[src/rtl/core/iau_pkg.sv]
// types and constants shared by the interval arithmetic unit
package iau_pkg;

	localparam logic signed [63:0] S64_MAX = 64'sh7FFF_FFFF_FFFF_FFFF;
	localparam logic signed [63:0] S64_MIN = 64'sh8000_0000_0000_0000;

	typedef enum logic [2:0] {
		OP_INTERSECT  = 3'd0,
		OP_UNION      = 3'd1,
		OP_ADD        = 3'd2,
		OP_SUB        = 3'd3,
		OP_MUL        = 3'd4,
		OP_COMPARE    = 3'd5,
		OP_CONSTRAINT = 3'd6
	} op_t;

	typedef enum logic [2:0] {
		REL_LT = 3'd0,
		REL_LE = 3'd1,
		REL_GT = 3'd2,
		REL_GE = 3'd3,
		REL_EQ = 3'd4,
		REL_NE = 3'd5
	} rel_t;

	typedef struct packed {
		op_t                operation;
		logic               a_unknown;
		logic signed [63:0] a_low;
		logic signed [63:0] a_high;
		logic               b_unknown;
		logic signed [63:0] b_low;
		logic signed [63:0] b_high;
		rel_t               relation;
		logic signed [63:0] constraint_value;
	} item_t;

	typedef struct packed {
		logic               r_unknown;
		logic signed [63:0] r_low;
		logic signed [63:0] r_high;
		logic               verdict_known;
		logic               verdict;
	} result_t;

	// result of the non-multiply paths plus what the multiply merge needs
	typedef struct packed {
		result_t r;
		logic    is_mul;
		logic    any_unknown;
	} front_t;

	// per-stage load enables
	typedef struct packed {
		logic s2;
		logic s3;
		logic s4;
		logic s5;
		logic s6;
	} stage_en_t;

endpackage

[src/rtl/core/iau_front.sv]
// non-multiply operations: intersect, union, add, subtract, compare, constraint
module iau_front
	import iau_pkg::*;
(
	input  logic      clk,
	input  stage_en_t en,
	input  item_t     item_s1,
	output front_t    front_s2
);

	logic signed [63:0] al, ah, bl, bh, cv;
	logic               au, bu, any_unk;
	logic signed [63:0] add_lo, add_hi, sub_lo, sub_hi;
	logic               add_ovf, sub_ovf;
	logic               t, f, point, disjoint;
	logic               unk, vk, vv;
	logic signed [63:0] lo, hi;
	front_t             front;

	assign al = item_s1.a_low;
	assign ah = item_s1.a_high;
	assign bl = item_s1.b_low;
	assign bh = item_s1.b_high;
	assign cv = item_s1.constraint_value;
	assign au = item_s1.a_unknown;
	assign bu = item_s1.b_unknown;
	assign any_unk = au | bu;

	// bound sums and differences with signed overflow
	assign add_lo = al + bl;
	assign add_hi = ah + bh;
	assign sub_lo = al - bh;
	assign sub_hi = ah - bl;
	assign add_ovf = (~(al[63] ^ bl[63]) & (al[63] ^ add_lo[63]))
		| (~(ah[63] ^ bh[63]) & (ah[63] ^ add_hi[63]));
	assign sub_ovf = ((al[63] ^ bh[63]) & (al[63] ^ sub_lo[63]))
		| ((ah[63] ^ bl[63]) & (ah[63] ^ sub_hi[63]));

	// relation verdict terms
	assign point    = (al == ah) && (bl == bh) && (al == bl);
	assign disjoint = (ah < bl) || (bh < al);

	always_comb begin
		t = 1'b0;
		f = 1'b0;
		case (item_s1.relation)
			REL_LT: begin
				t = ah < bl;
				f = !(al < bh);
			end
			REL_LE: begin
				t = !(bl < ah);
				f = bh < al;
			end
			REL_GT: begin
				t = bh < al;
				f = !(bl < ah);
			end
			REL_GE: begin
				t = !(al < bh);
				f = ah < bl;
			end
			REL_EQ: begin
				t = point;
				f = disjoint;
			end
			REL_NE: begin
				t = disjoint;
				f = point;
			end
			default: begin
				t = 1'b0;
				f = 1'b0;
			end
		endcase
	end

	// operation select
	always_comb begin
		unk = 1'b1;
		lo  = '0;
		hi  = '0;
		vk  = 1'b0;
		vv  = 1'b0;
		case (item_s1.operation)
			OP_INTERSECT: begin
				if (au) begin
					unk = bu;
					lo  = bl;
					hi  = bh;
				end else if (bu) begin
					unk = 1'b0;
					lo  = al;
					hi  = ah;
				end else begin
					unk = 1'b0;
					lo  = (al < bl) ? bl : al;
					hi  = (bh < ah) ? bh : ah;
				end
			end
			OP_UNION: begin
				unk = any_unk;
				lo  = (bl < al) ? bl : al;
				hi  = (ah < bh) ? bh : ah;
			end
			OP_ADD: begin
				unk = any_unk | add_ovf;
				lo  = add_lo;
				hi  = add_hi;
			end
			OP_SUB: begin
				unk = any_unk | sub_ovf;
				lo  = sub_lo;
				hi  = sub_hi;
			end
			OP_MUL: begin
				// merged after the multipliers
				unk = any_unk;
			end
			OP_COMPARE: begin
				unk = 1'b1;
				vk  = (t | f) & ~any_unk;
				vv  = t & ~any_unk;
			end
			OP_CONSTRAINT: begin
				case (item_s1.relation)
					REL_LT: begin
						unk = (cv == S64_MIN);
						lo  = S64_MIN;
						hi  = cv - 64'sd1;
					end
					REL_LE: begin
						unk = 1'b0;
						lo  = S64_MIN;
						hi  = cv;
					end
					REL_GT: begin
						unk = (cv == S64_MAX);
						lo  = cv + 64'sd1;
						hi  = S64_MAX;
					end
					REL_GE: begin
						unk = 1'b0;
						lo  = cv;
						hi  = S64_MAX;
					end
					REL_EQ: begin
						unk = 1'b0;
						lo  = cv;
						hi  = cv;
					end
					default: begin
						unk = 1'b1;
					end
				endcase
			end
			default: begin
				unk = 1'b1;
			end
		endcase
	end

	// unknown results carry zero bounds
	always_comb begin
		front.r.r_unknown     = unk;
		front.r.r_low         = unk ? '0 : lo;
		front.r.r_high        = unk ? '0 : hi;
		front.r.verdict_known = vk;
		front.r.verdict       = vk & vv;
		front.is_mul          = (item_s1.operation == OP_MUL);
		front.any_unknown     = any_unk;
	end

	always_ff @(posedge clk) begin
		if (en.s2) begin
			front_s2 <= front;
		end
	end

endmodule

[config.mk]
export PLATFORM = sky130hd
export DESIGN_NAME = iau_front
export DESIGN_NICKNAME = d
export VERILOG_FILES = /design/src/rtl/core/iau_pkg.sv /design/src/rtl/core/iau_front.sv
export SDC_FILE = /design/constraint.sdc
export NUM_CORES = 2
export LEC_CHECK = 0
export BUFFER_PORTS_ARGS = -buffer_cell sky130_fd_sc_hd__buf_2
export CORE_MARGIN = 2
export CORE_UTILIZATION = 31
export DETAILED_ROUTE_END_ITERATION = 12
export HOLD_SLACK_MARGIN = 0.06
export PLACE_DENSITY = 0.45
export SLEW_MARGIN = 30
export SYNTH_ARGS = -nofsm -noshare
export SYNTH_HDL_FRONTEND = slang
export SYNTH_SLANG_ARGS = --single-unit
[constraint.sdc]
create_clock -name clk -period 8.9 [get_ports clk]
set_input_delay 0.89 -clock clk [delete_from_list [all_inputs] [get_ports clk]]
set_output_delay 0.89 -clock clk [all_outputs]
set_load 0.01 [all_outputs]
# After elaboration in Yosys (flattened, before gate mapping)
# Cells that the tools add are included.
[word_totals]
ff_bits = 133
latchBits = 0
mem_bits_rw = 0
mem_bits_ro = 0
inputBits = 334
output_inout_bits = 133
word_cells = 93
n_memories = 0
[op_classes]
n_addsub = 6
multipliers = 0
div_mod_pow = 0
magnitude_cmp = 8
n_eq_ne = 16
n_shift = 0
muxes = 19
bitwise_logic = 24
reduce_logical = 13
[op_table]
columns = ["operator", "count"]
rows = [
  ["one-hot mux 64 bit (5 select lines)", 2],
  ["< comparator 64 bit", 8],
  ["2-to-1 mux 64 bit", 8],
  ["one-hot mux 64 bit (3 select lines)", 2],
  ["== test 64 bit", 3],
  ["adder 64 bit", 2],
  ["== test 64 bit (second input constant)", 2],
  ["subtractor 64 bit", 2],
  ["adder 64 x 2 -> 64 bit (second input constant)", 1],
  ["subtractor 64 x 2 -> 64 bit (second input constant)", 1],
  ["== test 3 bit (second input constant)", 5],
  ["== test 3 x 2 -> 1 bit (second input constant)", 4],
  ["one-hot mux 1 bit (6 select lines)", 2],
  ["OR reduction 2 bit", 5],
  ["XOR 1 bit", 8],
  ["bitwise AND 1 bit", 7],
  ["== test 3 x 1 -> 1 bit (second input constant)", 2],
  ["logical NOT 3 bit", 2],
  ["OR 1 bit", 6],
  ["one-hot mux 1 bit (5 select lines)", 1],
  ["2-to-1 mux 1 bit", 3],
  ["inverter 1 bit", 3],
  ["one-hot mux 1 bit (3 select lines)", 1],
  ["OR reduction 3 bit", 1],
  ["3 further kinds", 5],
]

# Depth between registers and ports, before layout
[depth]
word_depth = 8
mapped_depth = 19
ltp_nobuf = 16

# Worst setup path after synthesis
# OpenSTA, ideal clock, no wires.
[synth_path]
path_kind = "input to register"
start = "in item_s1[283] (netlist name)"
end = "reg front_s2[103] (netlist name), data pin"
setup_ns = 0.152
arrival_time_ns = 4.401
setup_slack_ns = 4.347
stages = 14
n_path_buf = 3
cell_sequence = "inv_1 -> ha_1 -> clkbuf_1 -> or4_1 -> or4_1 -> a2111o_1 -> a21oi_1 -> o21ai_1 -> xnor2_1 -> a311o_1 -> or3_1 -> clkbuf_1 -> clkbuf_1 -> a31oi_1"
[synth_between]
elab_chain_len = 6
word_cells_on_any_way = 18
classes_between = "2 x add/sub; 2 x order compare; 6 x mux; 8 x bitwise"
[synth_rtl]
columns = ["element", "line_no", "text"]
rows = [
  ["start, declared", "iau_front.sv:7", "input item_t item_s1,"],
  ["subtractor 64 bit / adder 64 bit (equally long branches)", "iau_front.sv:32, iau_front.sv:30", ""],
  ["XOR 1 bit (on tied branches)", "iau_front.sv:36, iau_front.sv:34", ""],
  ["bitwise AND 1 bit (on tied branches)", "iau_front.sv:36, iau_front.sv:34", ""],
  ["OR 1 bit (on tied branches)", "iau_front.sv:37, iau_front.sv:35", ""],
  ["OR 1 bit (on tied branches)", "iau_front.sv:112, iau_front.sv:107", ""],
  ["one-hot mux 1 bit (5 select lines)", "iau_front.sv:85", "case (item_s1.operation)"],
  ["end signal, assigned", "iau_front.sv:176", "front_s2 <= front;"],
  ["end, declared", "iau_front.sv:8", "output front_t front_s2"],
]
# Parallel ways exist; a longest one is shown, timed or not.
# A chain may end at the register's enable or synchronous reset.

# Final worst setup path
[layout_path]
start = "in item_s1[269] (netlist name)"
end = "reg front_s2[111] (netlist name), data pin"
# Same word-level chain as after synthesis.

==> flow_summary.yaml <==
status:
  status: "complete, no violations"
floorplan:
  die_area_um2: 113600
  row_count: 122
  core_area_um2: 110400
  die_h_um: 337.0
  initial_core_util: 0.3115
  pin_count: 467
  die_x_um: 337.0
final_layout:
  area_growth_pct: 12.40
  layout_commonest_cell: "a21oi_1"
  reg_top3: "front_s2: 133 flops"
  top_register: "front_s2"
  instances_no_fill: 6685
  final_util: 0.3501
  seq_area_um2: 3994
  n_fill_cell: 12310
  largest_register_ffs: 133
  final_cell_area_um2: 38640
  drive_gt1_frac: 0.1274
  final_cell_mix: "566 x a21oi_1, 460 x buf_2, 427 x nand2_1, 407 x nor2_1, 384 x ha_1"
  multi_input_area_um2: 28000
  fin_nets: 5880
route:
  drtIter0Drc: 4386
  dr.pass1.iters: 6
  vias: 41010
  top_layer_used: "met5"
  drtAntennaViolNets: 0
  via_per_inst: 6.135
  wl_met2_mm: 96.32
  wl_met1_mm: 85.04
  drcViolationCount: 0
  wirelength_mm: 215.1
  wl_met3_mm: 17.23
  routedWlPerCell_um: 32.18
worst_setup_path:
  cp_max_fo: 20
  critPathKind: "in2reg"
  cp.arrival_ns: 6.48
  worstPathRequired_ns: 9.17
  cp-end-kind: "flop"
  crit_path_start_kind: "primary input"
clock_network:
  clock_path_buffers: 2
  cts_setup_buffers: 0
  holdBufCountCts: 0
  clk_pin_slew_ns: 0.10
  h-tree-depth: 4
  clock_sinks: 133
  clock-root-buffer: "clkbuf_16"
  cts_tree: "yes"
  cts-buffers-inserted: 17
  cts_resized: 0
global_routing:
  grt-ovfl-total: 0
  antenna_found_initial: 51
  grt.total_usage: 0.3648
  grt_pass1_wl_mm: 292.5
  grt_pass1_vias: 38150
  grt_max_degree: 88
synth:
  netlist_instances: 4942
  async_flop_share: 0
  yosys_register_bits: 133
  ys_warn_count: 0
  netlist_area_um2: 34380
  synth_edf_count: 133
  synth.lib_cells_used.distinct: 93
  post_synth.cell_area_avg_um2: 6.957
  synthFlopType: "edfxtp_1"
  synthesis.nets: 5664
  ys_seq_area_frac: 0.1162
power_and_ir_drop:
  total_power_mw: 4.287
  cellPowerDensity_nw_per_um2: 110.9
  ir_drop_uv: 124.3
  p_leak_nw: 16.21
timing:
  hold_slack_ns: 0.7202
  finalMaxSlewViolations: 0
  relSlewSlack: 0.2494
  rsz0062_at_grt: "no"
  setup_ws_ns: 2.689
  hold_viol: 0
  setup-violations-final: 0
  worst_pin_slew_ns: 1.118
  post-route-period-util: 0.6979
  fmax_mhz: 161.0
  final.min_clock_period_ns: 6.211
  tns_ns: 0
place:
  dp.cells: 6627
  place_area_um2: 37940
  pre_cts_ws_ns: 2.279
  io_buffers: 462
  gp_congestion: 1.027
  hpwl_mm: 176.4
hold_path:
  hold_path_class: "in2reg"
job:
  cap_violations: 0
per-layer routing:
layer,GRT usage,vias up
met3,0.07776,425
li1,-,18650
met2,0.5848,1895
met5,0,-
met1,0.4380,20000
met4,0.2448,40
power by group:
part | internal [mW] | total [mW] | switching (mW)
combinational | 0.866 | 2.65 | 1.78
clock | 0.444 | 0.874 | 0.430
sequential | 0.744 | 0.762 | 0.0179
path summary, 6_finish.rpt:
| check | start | endpoint | cells after the start |
|---|---|---|---|
| worst min-delay path | en[4] | front_s2[25] | 1 |
| worst max-delay path | item_s1[269] | front_s2[111] | 16 |
logic make-up (layout without fill, tap and decap cells):
| family | after synthesis | in the layout | share of synthesized area |
|---|---|---|---|
| AOI/OAI and AO/OA | 1743 | 1743 | 0.3207 |
| and+or+nand+nor | 1485 | 1485 | 0.2062 |
| buffers and inverters | 670 | 899 | 0.07453 |
| adders and majority gates | 388 | 388 | 0.1421 |
| xor gates and xnor gates | 366 | 366 | 0.09324 |
| muxes | 157 | 157 | 0.04706 |
| DFF | 133 | 133 | 0.1162 |
| other | 0 | 26 | 0 |
critical path: stages:
cell,delay (ns)
buf_2,0.16
inv_1,0.17
ha_1,0.49
nand3_1,0.15
or3_1,0.46
a21oi_1,0.25
nor3_1,0.09
a311oi_1,0.92
o21ai_0,0.19
and3_4,0.39
o31a_2,0.52
o2bb2ai_1,0.29
buf_4,0.31
a221o_1,0.37
a221oi_1,0.72
nor2_1,0.07
cell type report:
type                    instances  share of cell area
clock buffers                  17             0.01101
multi-input cells            4139              0.7246
flip-flops and latches        133              0.1034
diodes                         26            0.001684
well taps                    1488             0.04818
repair buffers                522             0.07302
inverters                     345             0.03351
clock inverters                15            0.004598
cell usage after synthesis, types with 82 or more instances:
library cell / instances / area (µm²)
a21oi_1: 567 / 2838
nand2_1: 431 / 1618
nor2_1: 410 / 1539
ha_1: 384 / 4805
inv_1: 343 / 1287
o21ai_0: 341 / 1707
clkbuf_1: 279 / 1047
xor2_1: 186 / 1629
xnor2_1: 180 / 1577
edfxtp_1: 133 / 3994
mux2i_1: 126 / 1261
a21o_1: 124 / 930.9
nand3_1: 108 / 540.5
nor3_1: 97 / 485.5
nor4_1: 93 / 581.8
a31oi_1: 91 / 569.3
nand4_1: 89 / 556.8
o22ai_1: 82 / 513.0
Power figures use the tool's default switching activity.
