`src/rtl/core/iau_pkg.sv`:
```
// types and constants shared by the interval arithmetic unit
package iau_pkg;

	localparam logic signed [63:0] S64_MAX = 64'sh7FFF_FFFF_FFFF_FFFF;
	localparam logic signed [63:0] S64_MIN = 64'sh8000_0000_0000_0000;

	typedef enum logic [2:0] {
		OP_INTERSECT  = 3'd0,
		OP_UNION      = 3'd1,
		OP_ADD        = 3'd2,
		OP_SUB        = 3'd3,
		OP_MUL        = 3'd4,
		OP_COMPARE    = 3'd5,
		OP_CONSTRAINT = 3'd6
	} op_t;

	typedef enum logic [2:0] {
		REL_LT = 3'd0,
		REL_LE = 3'd1,
		REL_GT = 3'd2,
		REL_GE = 3'd3,
		REL_EQ = 3'd4,
		REL_NE = 3'd5
	} rel_t;

	typedef struct packed {
		op_t                operation;
		logic               a_unknown;
		logic signed [63:0] a_low;
		logic signed [63:0] a_high;
		logic               b_unknown;
		logic signed [63:0] b_low;
		logic signed [63:0] b_high;
		rel_t               relation;
		logic signed [63:0] constraint_value;
	} item_t;

	typedef struct packed {
		logic               r_unknown;
		logic signed [63:0] r_low;
		logic signed [63:0] r_high;
		logic               verdict_known;
		logic               verdict;
	} result_t;

	// result of the non-multiply paths plus what the multiply merge needs
	typedef struct packed {
		result_t r;
		logic    is_mul;
		logic    any_unknown;
	} front_t;

	// per-stage load enables
	typedef struct packed {
		logic s2;
		logic s3;
		logic s4;
		logic s5;
		logic s6;
	} stage_en_t;

endpackage

```
`src/rtl/core/iau_select.sv`:
```
// min and max of the corner products and final result merge
module iau_select
	import iau_pkg::*;
(
	input  logic                   clk,
	input  stage_en_t              en,
	input  front_t                 front_s5,
	input  logic [3:0][63:0]       prod_s5,
	input  logic [3:0]             ovf_s5,
	output result_t                result_s6
);

	logic signed [63:0] p0, p1, p2, p3;
	logic signed [63:0] mn01, mn23, mx01, mx23, mn, mx;
	logic               unk;
	result_t            res;

	assign p0 = prod_s5[0];
	assign p1 = prod_s5[1];
	assign p2 = prod_s5[2];
	assign p3 = prod_s5[3];

	// two-level compare tree
	assign mn01 = (p1 < p0) ? p1 : p0;
	assign mn23 = (p3 < p2) ? p3 : p2;
	assign mx01 = (p0 < p1) ? p1 : p0;
	assign mx23 = (p2 < p3) ? p3 : p2;
	assign mn   = (mn23 < mn01) ? mn23 : mn01;
	assign mx   = (mx01 < mx23) ? mx23 : mx01;

	assign unk = front_s5.any_unknown | (|ovf_s5);

	always_comb begin
		if (front_s5.is_mul) begin
			res.r_unknown     = unk;
			res.r_low         = unk ? '0 : mn;
			res.r_high        = unk ? '0 : mx;
			res.verdict_known = 1'b0;
			res.verdict       = 1'b0;
		end else begin
			res = front_s5.r;
		end
	end

	always_ff @(posedge clk) begin
		if (en.s6) begin
			result_s6 <= res;
		end
	end

endmodule

```
`config.mk`:
```
export PLATFORM = sky130hd
export DESIGN_NAME = iau_select
export DESIGN_NICKNAME = d
export VERILOG_FILES = /design/src/rtl/core/iau_pkg.sv /design/src/rtl/core/iau_select.sv
export SDC_FILE = /design/constraint.sdc
export NUM_CORES = 1
export LEC_CHECK = 0
export BUFFER_PORTS_ARGS = -buffer_cell sky130_fd_sc_hd__buf_2
export CORE_AREA = 4 4 203 205
export CTS_CLUSTER_SIZE = 25
export DETAILED_ROUTE_END_ITERATION = 8
export DIE_AREA = 0 0 207 209
export HOLD_SLACK_MARGIN = 0.05
export PLACE_DENSITY = 0.68
export RECOVER_POWER = 50
export SYNTH_ARGS = -nofsm -noshare
export SYNTH_HDL_FRONTEND = slang
export SYNTH_SLANG_ARGS = --single-unit
export TNS_END_PERCENT = 20
```
`constraint.sdc`:
```
create_clock -name clk -period 13.1 [get_ports clk]
set_input_delay 1.31 -clock clk [delete_from_list [all_inputs] [get_ports clk]]
set_output_delay 1.31 -clock clk [all_outputs]
set_load 0.02 [all_outputs]
```
# Word-level counts from Yosys, hierarchy flattened
# Index checks and enable logic that the tools add are counted.
[word_totals]
reg_bits = 131
out_inout_bits = 131
[classes]
magnitude_cmp = 6
bitwise = 1
reduce_logical = 1
n_mux = 9
[op_table]
columns = ["operator", "n"]
rows = [
  ["$mux 64", 8],
  ["$lt 64x64->1", 6],
  ["$mux 131", 1],
  ["$reduce_or 4->1", 1],
  ["$or 1x1->1", 1],
]

# Depth between registers and ports, before layout
# Gate-level depths: netlist of the first run.
[logic_depth]
ltp_word = 6
ltp_mapped = 29

# Worst setup path before layout of the first run
# Ideal clock, no wire load.
[synth_path]
path_type = "input -> register"
startpoint = "input port prod_s5[127] (netlist name)"
endpoint = "register result_s6[47] (netlist name) (data pin)"
path_slack_ns = 5.412
stages = 26
path_buffers = 5
setup_time_ns = 0.259
arrival_ns = 7.429
path_cell_list = "inv_1 ha_1 buf_4 nand4_2 or4_4 or3b_4 nor4_2 a2111oi_0 nand2_1 xor2_1 clkbuf_1 mux2_2 ha_1 a21o_1 a21o_1 a2111oi_0 nor4_1 o22ai_1 o211ai_1 or4_1 nand4_1 buf_2 clkbuf_1 clkbuf_1 nor3_1 a211o_1"
[synth_lines]
columns = ["item", "line", "rtl"]
rows = [
  ["start: declaration", "iau_select.sv:8", "input logic [3:0][63:0] prod_s5,"],
  ["end signal: assignment", "iau_select.sv:47", "result_s6 <= res;"],
  ["end: declaration", "iau_select.sv:10", "output result_t result_s6"],
]

==> flow_metrics.py, run 1 <==
metrics = {
    "synthesis": {
        "synth_top_family_by_area": "compound AO/OA/AOI/OAI gates",
        "syn_area_sq_mm": 0.0165,
        "async_reset_ff_frac": 0,
        "yosys_warnings": 0,
        "synth-simple-area-share": 0.163,
        "ys_seq_area_frac": 0.238,
        "synth_compound_area_frac": 0.244,
        "synthAdderAreaFrac": 0.193,
        "syn_nets": 2566,
        "ys.flop_type": "edfxtp_1",
        "synth_cell_types": 64,
        "synthXorXnorAreaFrac": 0.00106,
        "synth_edf_count": 131,
        "syn_inst": 1913,
        "synth.area.mux_share": 0.0831,
        "synth-seq-cells": 131,
        "synth_area_per_cell_sq_um": 8.62,
    },
    "finish": {
        "largest_register_ff_count": 131,
        "layout.nets": 3016,
        "top_register": "result_s6",
        "final_area_sq_mm": 0.0199,
        "layout-drive-gt1-share": 0.239,
        "reg.largest.list": "result_s6 x131",
        "syn_to_final_growth_pct": 20.9,
    },
    "grt": {
        "grt_pass1_wl_mm": 101,
        "overflow": 0,
        "grt_pass1_vias": 17300,
        "track_usage": 0.298,
        "grt_antenna_before_repair": 20,
        "grt_max_degree": 79,
    },
    "timing": {
        "setup_viol": 0,
        "timing.final.crit_period_ns": 9.88,
        "worstMarginPinSlew_ns": 4.14,
        "setup_tns_ns": 0,
        "hold_viol": 0,
        "finalWorstSetupSlack_ns": 3.22,
        "slew_viol_final": 204,
        "slew_headroom": -1.76,
        "max_freq_mhz": 101,
        "rsz0062_at_grt": "no",
        "post-route-period-util": 0.754,
    },
    "die": {
        "rows": 73,
        "initial_core_util": 0.418,
        "dieArea_sq_mm": 0.0433,
        "core_sq_mm": 0.0395,
        "io_pins": 530,
        "die_w_microns": 207,
        "die_y_microns": 209,
    },
    "drt": {
        "via_per_inst": 5.89,
        "drtIter0Drc": 1253,
        "postRouteAntennaNets": 0,
        "drc": 0,
        "vias": 17200,
        "first_pass_iters": 7,
        "wl_per_cell_microns": 23.4,
        "drt_wl_total_mm": 68.3,
    },
    "power": {
        "powerDensity_mw_per_mm2": 112,
        "vdd_ir_drop_max_uv": 98.7,
        "p_leak_uw": 0.00983,
    },
    "clocking": {
        "clk_pin_slew_ns": 0.06,
        "cts_hold_buffers": 0,
        "root_buffer": "clkbuf_16",
        "post_cts_resized": 0,
        "htree_num_levels": 4,
        "ctsLongestPathBuffers": 2,
        "cts_sinks": 131,
        "cts_setup_buffers": 0,
        "cts_tree": "yes",
        "cts_buffers": 17,
    },
    "run_status": {
        "outcome": "complete, but fails checks",
        "violations": "capacitance limit, slew limit",
    },
    "critical_path": {
        "cpMostUsedCell": "buf_4",
        "critPathKind": "in -> reg",
        "critical_path.startpoint_type": "primary input",
        "arrival_ns": 10.07,
        "crit_path_max_incr_delay_ns": 0.84,
        "cp_top_family": "simple AND/OR/NAND/NOR gates",
        "cp-end-kind": "flop",
        "path_max_fanout": 78,
        "slowest_stage": "xor2_4",
        "critical_path.startpoint": "prod_s5[127]",
        "crit_buf_inv": 5,
        "cp_data_required_time_ns": 13.29,
    },
    "placement": {
        "place_ws_ns": 2.77,
        "dpl-instance-area_sq_mm": 0.0195,
        "io_buffer_count": 525,
        "gp_congestion": 0.968,
        "hpwlAfterDp_mm": 54.1,
    },
    "job": {
        "drv_cap": 4,
    },
    "min_path": {
        "min_path_type": "in -> reg",
        "hp-start": "front_s5[54]",
    },
}
## report_power, final
part           switching, uW  total (uW)  internal, uW
clock                    212         510           297
combinational            788        1220           429
sequential              11.8         516           505
total                   1010        2240          1230
## cells in the final DEF, fill, tap and decap left out, drive strengths merged, types with 4 or more instances in the layout
cell and instances:
nand2 117, and3 66, inv 203, o21a 71, a211oi 7, nor3 146
a221oi 5, a2111oi 11, a211o 68, nand2b 4, mux2i 65, a21oi 150
o32ai 62, diode 18, ha 254, clkinvlp 5, clkinv 5, buf 411
nor4 11, edfxtp 131, a221o 4, a21o 29, nor2 101, nand4 61
o21ai 96, nor2b 11, nand3 16, clkbuf 153, o211ai 6, mux2 64
## path summary, 6_finish.rpt
kind / end / slack [ns] / cells past startpoint
worst max-delay path: result_s6[32]$_DFFE_PP_ / 3.22 / 25
worst min-delay path: result_s6[52]$_DFFE_PP_ / 1.13 / 2
## logic make-up (layout without fill, tap and decap cells)
kind of cell | after synthesis | in the layout
adders and majority gates | 254 | 254
DFF | 131 | 131
buffers and inverters | 317 | 780
and+or+nand+nor | 544 | 544
muxes | 129 | 129
other | 0 | 18
AOI/OAI and AO/OA | 536 | 536
xor gates and xnor gates | 2 | 2
## per-layer routing
metal	wire, microns	up-vias	part of all wire	track usage
met3	4960	120	0.073	0.0576
met1	27600	8200	0.40	0.362
li1	-	8129	-	-
met4	2130	16	0.031	0.108
met5	92	-	0.0013	0
met2	33500	735	0.49	0.527
## through the flow
step | instances | util | total power (uW) | hold WS, ns
after global routing | 2912 | 0.505 | 2380 | 1.13
after floorplan | 1913 | - | 1370 | 1.42
after detailed placement | 2869 | 0.494 | 1730 | 1.60
after CTS | 2901 | 0.509 | 2240 | 1.10
final | 2919 | 0.505 | 2240 | 1.13
after global placement | 2869 | 0.494 | 1710 | 1.60
## synth_stat cells (all sizes together) (3+ instances only)
library cell  number  share of area
a21o              29          0.013
clkbuf            90          0.020
nand2b             4         0.0015
and3              66          0.025
a2111oi           11         0.0070
o32ai             62          0.056
mux2i             65          0.039
o21a              71          0.032
o31ai              3         0.0014
or3                3         0.0014
a221o              4         0.0024
a221oi             5         0.0027
edfxtp           131           0.24
a211oi             7         0.0032
o21ai             96          0.029
nand3             16         0.0049
mux2              64          0.044
nor3             146          0.045
or4                3         0.0016
a211o             68          0.036
a2bb2oi            3         0.0016
ha               254           0.19
nand2            117          0.027
nor4              11         0.0045
nor2             101          0.023
nand4             61          0.024
a21oi            150          0.045
inv              202          0.046
nor2b             11         0.0042
buf               25          0.011
o2111ai            3         0.0016
o211ai             6         0.0027
## area by class of cell
class                   count  area, sq um
repair buffers            546         2610
diodes                     18         45.0
well taps                 525          657
multi-input cells        1465        11300
clock buffers              18          429
fillers                  3888        19500
clock inverters            14          163
inverters                 202          758
flip-flops and latches    131         3930
No activity file was read; power rests on OpenSTA's default activity.
==> run 2, diff against run 1 <==
ABC_AREA = 1   (was not set)
CORE_AREA = 4 4 204 206   (was 4 4 203 205)
DIE_AREA = 0 0 208 210   (was 0 0 207 209)
PLACE_DENSITY = 0.67   (was 0.68)
clock period = 9.72 ns   (was 13.1 ns; I/O delays follow)
==> run 2 against run 1 <==
Effect of this change:
- the flow still finishes with violations (capacitance limit, slew limit)
- sequential share of layout area is essentially flat
- die area grew 0.96%
- setup slack lost 0.76 ns
- cell area shrank 0.13%
- largest cell class unchanged
- first-iteration DRC count grew 5.6%
- global-route usage shrank 1.8 points
- via count grew 8.5%
- synthesized cell count grew 32%
- flip-flop and latch count is the same
==> flow_metrics.py, run 2 <==
metrics = {
    "run_status": {
        "outcome": "complete, but fails checks",
        "violations": "capacitance limit, slew limit",
    },
    "critical_path": {
        "arrival_ns": 7.60,
        "cp_data_required_time_ns": 10.06,
        "path_max_fanout": 90,
        "slowest_stage": "nand3_2",
        "cpMostUsedCell": "nand2_1",
        "crit_path_max_incr_delay_ns": 1.07,
        "critical_path.startpoint_type": "primary input",
        "critPathKind": "in -> reg",
        "cp-end-kind": "flop",
    },
    "synthesis": {
        "synth_edf_count": 131,
        "yosys_warnings": 0,
        "syn_nets": 3178,
        "syn_inst": 2525,
        "synthDominantCellAreaShare": 0.238,
        "synth.most_common_cell": "nand2_1",
        "ys.flop_type": "edfxtp_1",
        "synth_area_per_cell_sq_um": 6.56,
        "async_reset_ff_frac": 0,
        "ys_seq_area_frac": 0.238,
        "yosys.area.top_type": "edfxtp_1",
        "syn_area_sq_mm": 0.0166,
        "synth_commonest_cells": "756 x nand2_1, 329 x inv_1, 325 x nand3_1",
        "synth_cell_types": 34,
        "synth-seq-cells": 131,
        "synthTopCellsByArea": "edfxtp_1 24%, ha_1 19%, nand2_1 17%, nand3_1 9.8%, inv_1 7.5%",
    },
    "die": {
        "die_y_microns": 210,
        "die_w_microns": 208,
        "core_sq_mm": 0.0396,
        "rows": 73,
        "initial_core_util": 0.418,
        "io_pins": 530,
        "dieArea_sq_mm": 0.0437,
    },
    "finish": {
        "mostFrequentLayoutCell": "nand2_1",
        "fin_cells": 3510,
        "syn_to_final_growth_pct": 20.3,
        "largest_register_ff_count": 131,
        "reg.largest.list": "result_s6 x131",
        "top_register": "result_s6",
        "layout-drive-gt1-share": 0.159,
        "final_cell_mix": "756 x nand2_1, 392 x buf_2, 326 x inv_1",
        "layout.nets": 3611,
    },
    "timing": {
        "slew_viol_final": 64,
        "rsz0062_at_grt": "no",
        "hold_viol": 0,
        "worstMarginPinSlew_ns": 3.48,
        "timing.final.crit_period_ns": 7.26,
        "slew_headroom": -1.32,
        "setup_viol": 0,
        "max_freq_mhz": 138,
        "finalWorstSetupSlack_ns": 2.46,
        "setup_tns_ns": 0,
        "whs_ns": 0.774,
        "post-route-period-util": 0.747,
    },
    "clocking": {
        "cts_tree": "yes",
        "htree_num_levels": 4,
        "cts_setup_buffers": 0,
        "cts_buffers": 17,
        "clk_pin_slew_ns": 0.06,
        "cts_hold_buffers": 0,
        "root_buffer": "clkbuf_16",
        "ctsLongestPathBuffers": 2,
        "cts_sinks": 131,
        "post_cts_resized": 0,
    },
    "drt": {
        "postRouteAntennaNets": 0,
        "wl_per_cell_microns": 18.2,
        "via_per_inst": 5.31,
        "drtIter0Drc": 1323,
        "drc": 0,
        "vias": 18700,
        "first_pass_iters": 5,
        "drt_wl_total_mm": 63.9,
    },
    "power": {
        "p_leak_uw": 0.0106,
        "power_uw": 3050,
        "vdd_ir_drop_max_uv": 129,
        "powerDensity_mw_per_mm2": 153,
    },
    "grt": {
        "track_usage": 0.281,
        "grt_pass1_wl_mm": 97.7,
        "grt_antenna_before_repair": 21,
        "overflow": 0,
        "grt_max_degree": 91,
        "grt_pass1_vias": 18300,
    },
    "min_path": {
        "hold_end": "result_s6[80]$_DFFE_PP_",
        "min_path_cells": 3,
        "hp-start": "front_s5[82]",
        "min_path_type": "in -> reg",
    },
    "placement": {
        "gp_congestion": 0.925,
        "hpwlAfterDp_mm": 50.1,
        "place_ws_ns": 2.09,
        "dpl.cell_count": 3464,
        "io_buffer_count": 525,
    },
    "job": {
        "drv_cap": 1,
    },
}
[run 2: how the worst max path moves through the flow]
stage	from	end	slack (ns)	cells past startpoint
after floorplan	prod_s5[243]	result_s6[125]$_DFFE_PP_	4.62	25
after global placement	prod_s5[115]	result_s6[42]$_DFFE_PP_	2.04	28
after detailed placement	prod_s5[115]	result_s6[78]$_DFFE_PP_	2.09	28
after CTS	prod_s5[127]	result_s6[42]$_DFFE_PP_	2.54	27
after global routing	prod_s5[211]	result_s6[127]$_DFFE_PP_	1.95	29
final	prod_s5[223]	result_s6[78]$_DFFE_PP_	2.46	29
[run 2: area by class of cell]
cell class,instances,area (sq um)
Fill cell,4107,19700
Inverter,339,1280
Multi-Input combinational cell,1930,10800
Timing Repair Buffer,539,2590
Clock inverter,15,211
Tap cell,525,657
Antenna cell,14,35.0
Sequential cell,131,3930
Clock buffer,17,425
[run 2: per-layer routing]
metal	up-vias	share of wire	global-route usage
met5	-	0.0024	0
met3	119	0.078	0.0667
met2	742	0.50	0.505
met1	8468	0.40	0.330
met4	24	0.026	0.0945
li1	9302	-	-
[run 2: stage by stage]
stage | util | cell area [sq um]
floorplan | - | 16600
global placement | 0.490 | 19400
detailed placement | 0.490 | 19400
CTS | 0.506 | 20100
global route | 0.502 | 19900
finish | 0.502 | 19900
[run 2: critical path: cells and delay by family]
kind,cells,cell delay (ns)
compound gates,6,1.55
fa+ha+maj,2,0.57
buf+inv,5,1.13
simple gates,16,3.19
[run 2: kinds of logic after synthesis]
kind of cell	synth area share
simple gates	0.327
buf+inv	0.112
fa+ha+maj	0.192
flops	0.238
compound gates	0.132
[run 2: report_power, final]
group	switching, uW	total (uW)	internal (uW)
Combinational	1110	1640	522
Clock	272	723	451
Sequential	13.6	691	677
Total	1400	3050	1650
==> run 3, diff against run 2 <==
CORE_AREA = 4 4 203 205   (was 4 4 204 206)
DIE_AREA = 0 0 207 209   (was 0 0 208 210)
PLACE_DENSITY = 0.71   (was 0.67)
clock period = 6.35 ns   (was 9.72 ns; I/O delays follow)
==> run 3 against run 2 <==
Effect of this change:
- the run still ends with capacitance limit, slew limit left
- flip-flop and latch count unchanged
- combinational power increased by 62%
- setup slack got worse by 1.8 ns
- die area fell by 0.95%
- core utilization grew 0.88 points
- cell count rose by 0.48%
- cell area increased by 1.3%
- total power grew 55%
- via count grew 1.3%
- clock-buffer cell count rose by 3
- non-clock buffer count rose by 22
- largest cell class unchanged
- largest power group unchanged
==> flow_metrics.py, run 3 (synthesis results as in run 2) <==
metrics = {
    "min_path": {
        "min_path_type": "in -> reg",
        "hp-start": "front_s5[59]",
    },
    "timing": {
        "timing.final.crit_period_ns": 5.68,
        "setup_viol": 0,
        "slew_viol_final": 65,
        "hold_viol": 0,
        "worstMarginPinSlew_ns": 3.67,
        "rsz0062_at_grt": "no",
        "setup_tns_ns": 0,
        "post-route-period-util": 0.894,
        "max_freq_mhz": 176,
        "slew_headroom": -1.45,
    },
    "placement": {
        "io_buffer_count": 525,
        "gp_congestion": 0.962,
        "hpwlAfterDp_mm": 52.2,
    },
    "run_status": {
        "violations": "capacitance limit, slew limit",
        "outcome": "complete, but fails checks",
    },
    "drt": {
        "wl_per_cell_microns": 18.4,
        "via_per_inst": 5.36,
        "drc": 0,
        "first_pass_iters": 8,
        "postRouteAntennaNets": 0,
        "drt_wl_total_mm": 65.0,
        "vias": 18900,
        "drtIter0Drc": 1509,
    },
    "die": {
        "die_y_microns": 209,
        "dieArea_sq_mm": 0.0433,
        "io_pins": 530,
        "die_w_microns": 207,
        "initial_core_util": 0.420,
        "core_sq_mm": 0.0395,
        "rows": 73,
    },
    "critical_path": {
        "critical_path.startpoint_type": "primary input",
        "slowest_stage": "nand3_4",
        "cp-end-kind": "flop",
        "crit_path_max_incr_delay_ns": 0.37,
        "cpMostUsedCell": "nand2_1",
        "critical_path.startpoint": "prod_s5[78]",
        "cp_data_required_time_ns": 6.56,
        "arrival_ns": 5.89,
        "critPathKind": "in -> reg",
        "path_max_fanout": 47,
    },
    "clocking": {
        "cts_tree": "yes",
        "cts_buffers": 17,
        "root_buffer": "clkbuf_16",
        "clk_pin_slew_ns": 0.06,
        "ctsLongestPathBuffers": 2,
        "post_cts_resized": 0,
        "cts_setup_buffers": 0,
        "htree_num_levels": 4,
        "cts_hold_buffers": 0,
        "cts_sinks": 131,
    },
    "finish": {
        "top_register": "result_s6",
        "largest_register_ff_count": 131,
        "mostFrequentLayoutCell": "nand2_1",
        "layout-drive-gt1-share": 0.165,
        "final_cell_mix": "756 x nand2_1, 393 x buf_2, 326 x inv_1",
        "reg.largest.list": "result_s6 x131",
        "syn_to_final_growth_pct": 21.8,
        "layout.nets": 3633,
    },
    "power": {
        "combPwrFrac": 0.561,
        "p_leak_uw": 0.0107,
        "power_uw": 4720,
        "p_sw_uw": 2170,
        "vdd_ir_drop_max_uv": 241,
        "seq_power_share": 0.224,
        "powerDensity_mw_per_mm2": 234,
        "power.share.clock": 0.215,
        "p_int_uw": 2550,
        "switching_share": 0.460,
    },
    "grt": {
        "grt_max_degree": 69,
        "track_usage": 0.289,
        "grt_pass1_wl_mm": 99.3,
        "grt_antenna_before_repair": 17,
        "overflow": 0,
        "grt_pass1_vias": 18300,
    },
    "job": {
        "drv_cap": 1,
    },
}
==> run 3: cell count changes in the layout (fill, tap and decap cells not counted) <==
cell,delta
buf_12,+13
buf_4,+9
diode_2,-5
clkinv_2,+3
bufinv_16,-2
clkbuf_1,+2
clkinvlp_4,-2
buf_2,+1
clkinv_1,-1
inv_6,-1
==> run 3: worst max-delay path, delay by kind of cell <==
kind	cells	cell delay, ns
simple gates	17	2.49
fa+ha+maj	2	0.56
buf+inv	5	0.73
compound gates	6	1.43
==> run 3: final timing paths <==
| path | endpoint | slack, ns | depth (start not counted) |
|---|---|---|---|
| setup / recovery | result_s6[43]$_DFFE_PP_ | 0.67 | 30 |
| hold / removal | result_s6[57]$_DFFE_PP_ | 0.43 | 3 |
==> run 3: power groups by stage <==
| stage | Sequential (uW) | Combinational [uW] | Clock (uW) |
|---|---|---|---|
| finish | 1060 | 2650 | 1020 |
| global route | 1060 | 2960 | 1070 |
| CTS | 1050 | 2640 | 1030 |
| detailed placement | 1070 | 2620 | 0 |
| global placement | 1070 | 2560 | 0 |
| floorplan | 1170 | 1660 | 0 |
==> run 3: per-layer routing <==
metal,global-route usage,share of wire
met5,0,0.0023
met4,0.103,0.029
met3,0.0637,0.079
met2,0.498,0.48
met1,0.356,0.41
==> run 3: metrics by stage <==
stage	hold WS, ns	worst slack, ns	instance area, sq um	util	std cells
after CTS	0.398	0.646	20300	0.515	3518
after detailed placement	0.907	0.166	19700	0.500	3486
final	0.428	0.671	20200	0.511	3527
after floorplan	0.747	1.59	16600	-	2525
after global routing	0.426	0.232	20200	0.511	3523
after global placement	0.908	0.196	19700	0.500	3486
==> run 3: final cells by class <==
class                           instances  area [sq um]
Timing Repair Buffer                  561          2920
Fill cell                            4067         19300
Multi-Input combinational cell       1930         10800
Tap cell                              525           657
Clock inverter                         12           139
Sequential cell                       131          3930
Inverter                              339          1280
Antenna cell                            9          22.5
Clock buffer                           20           437
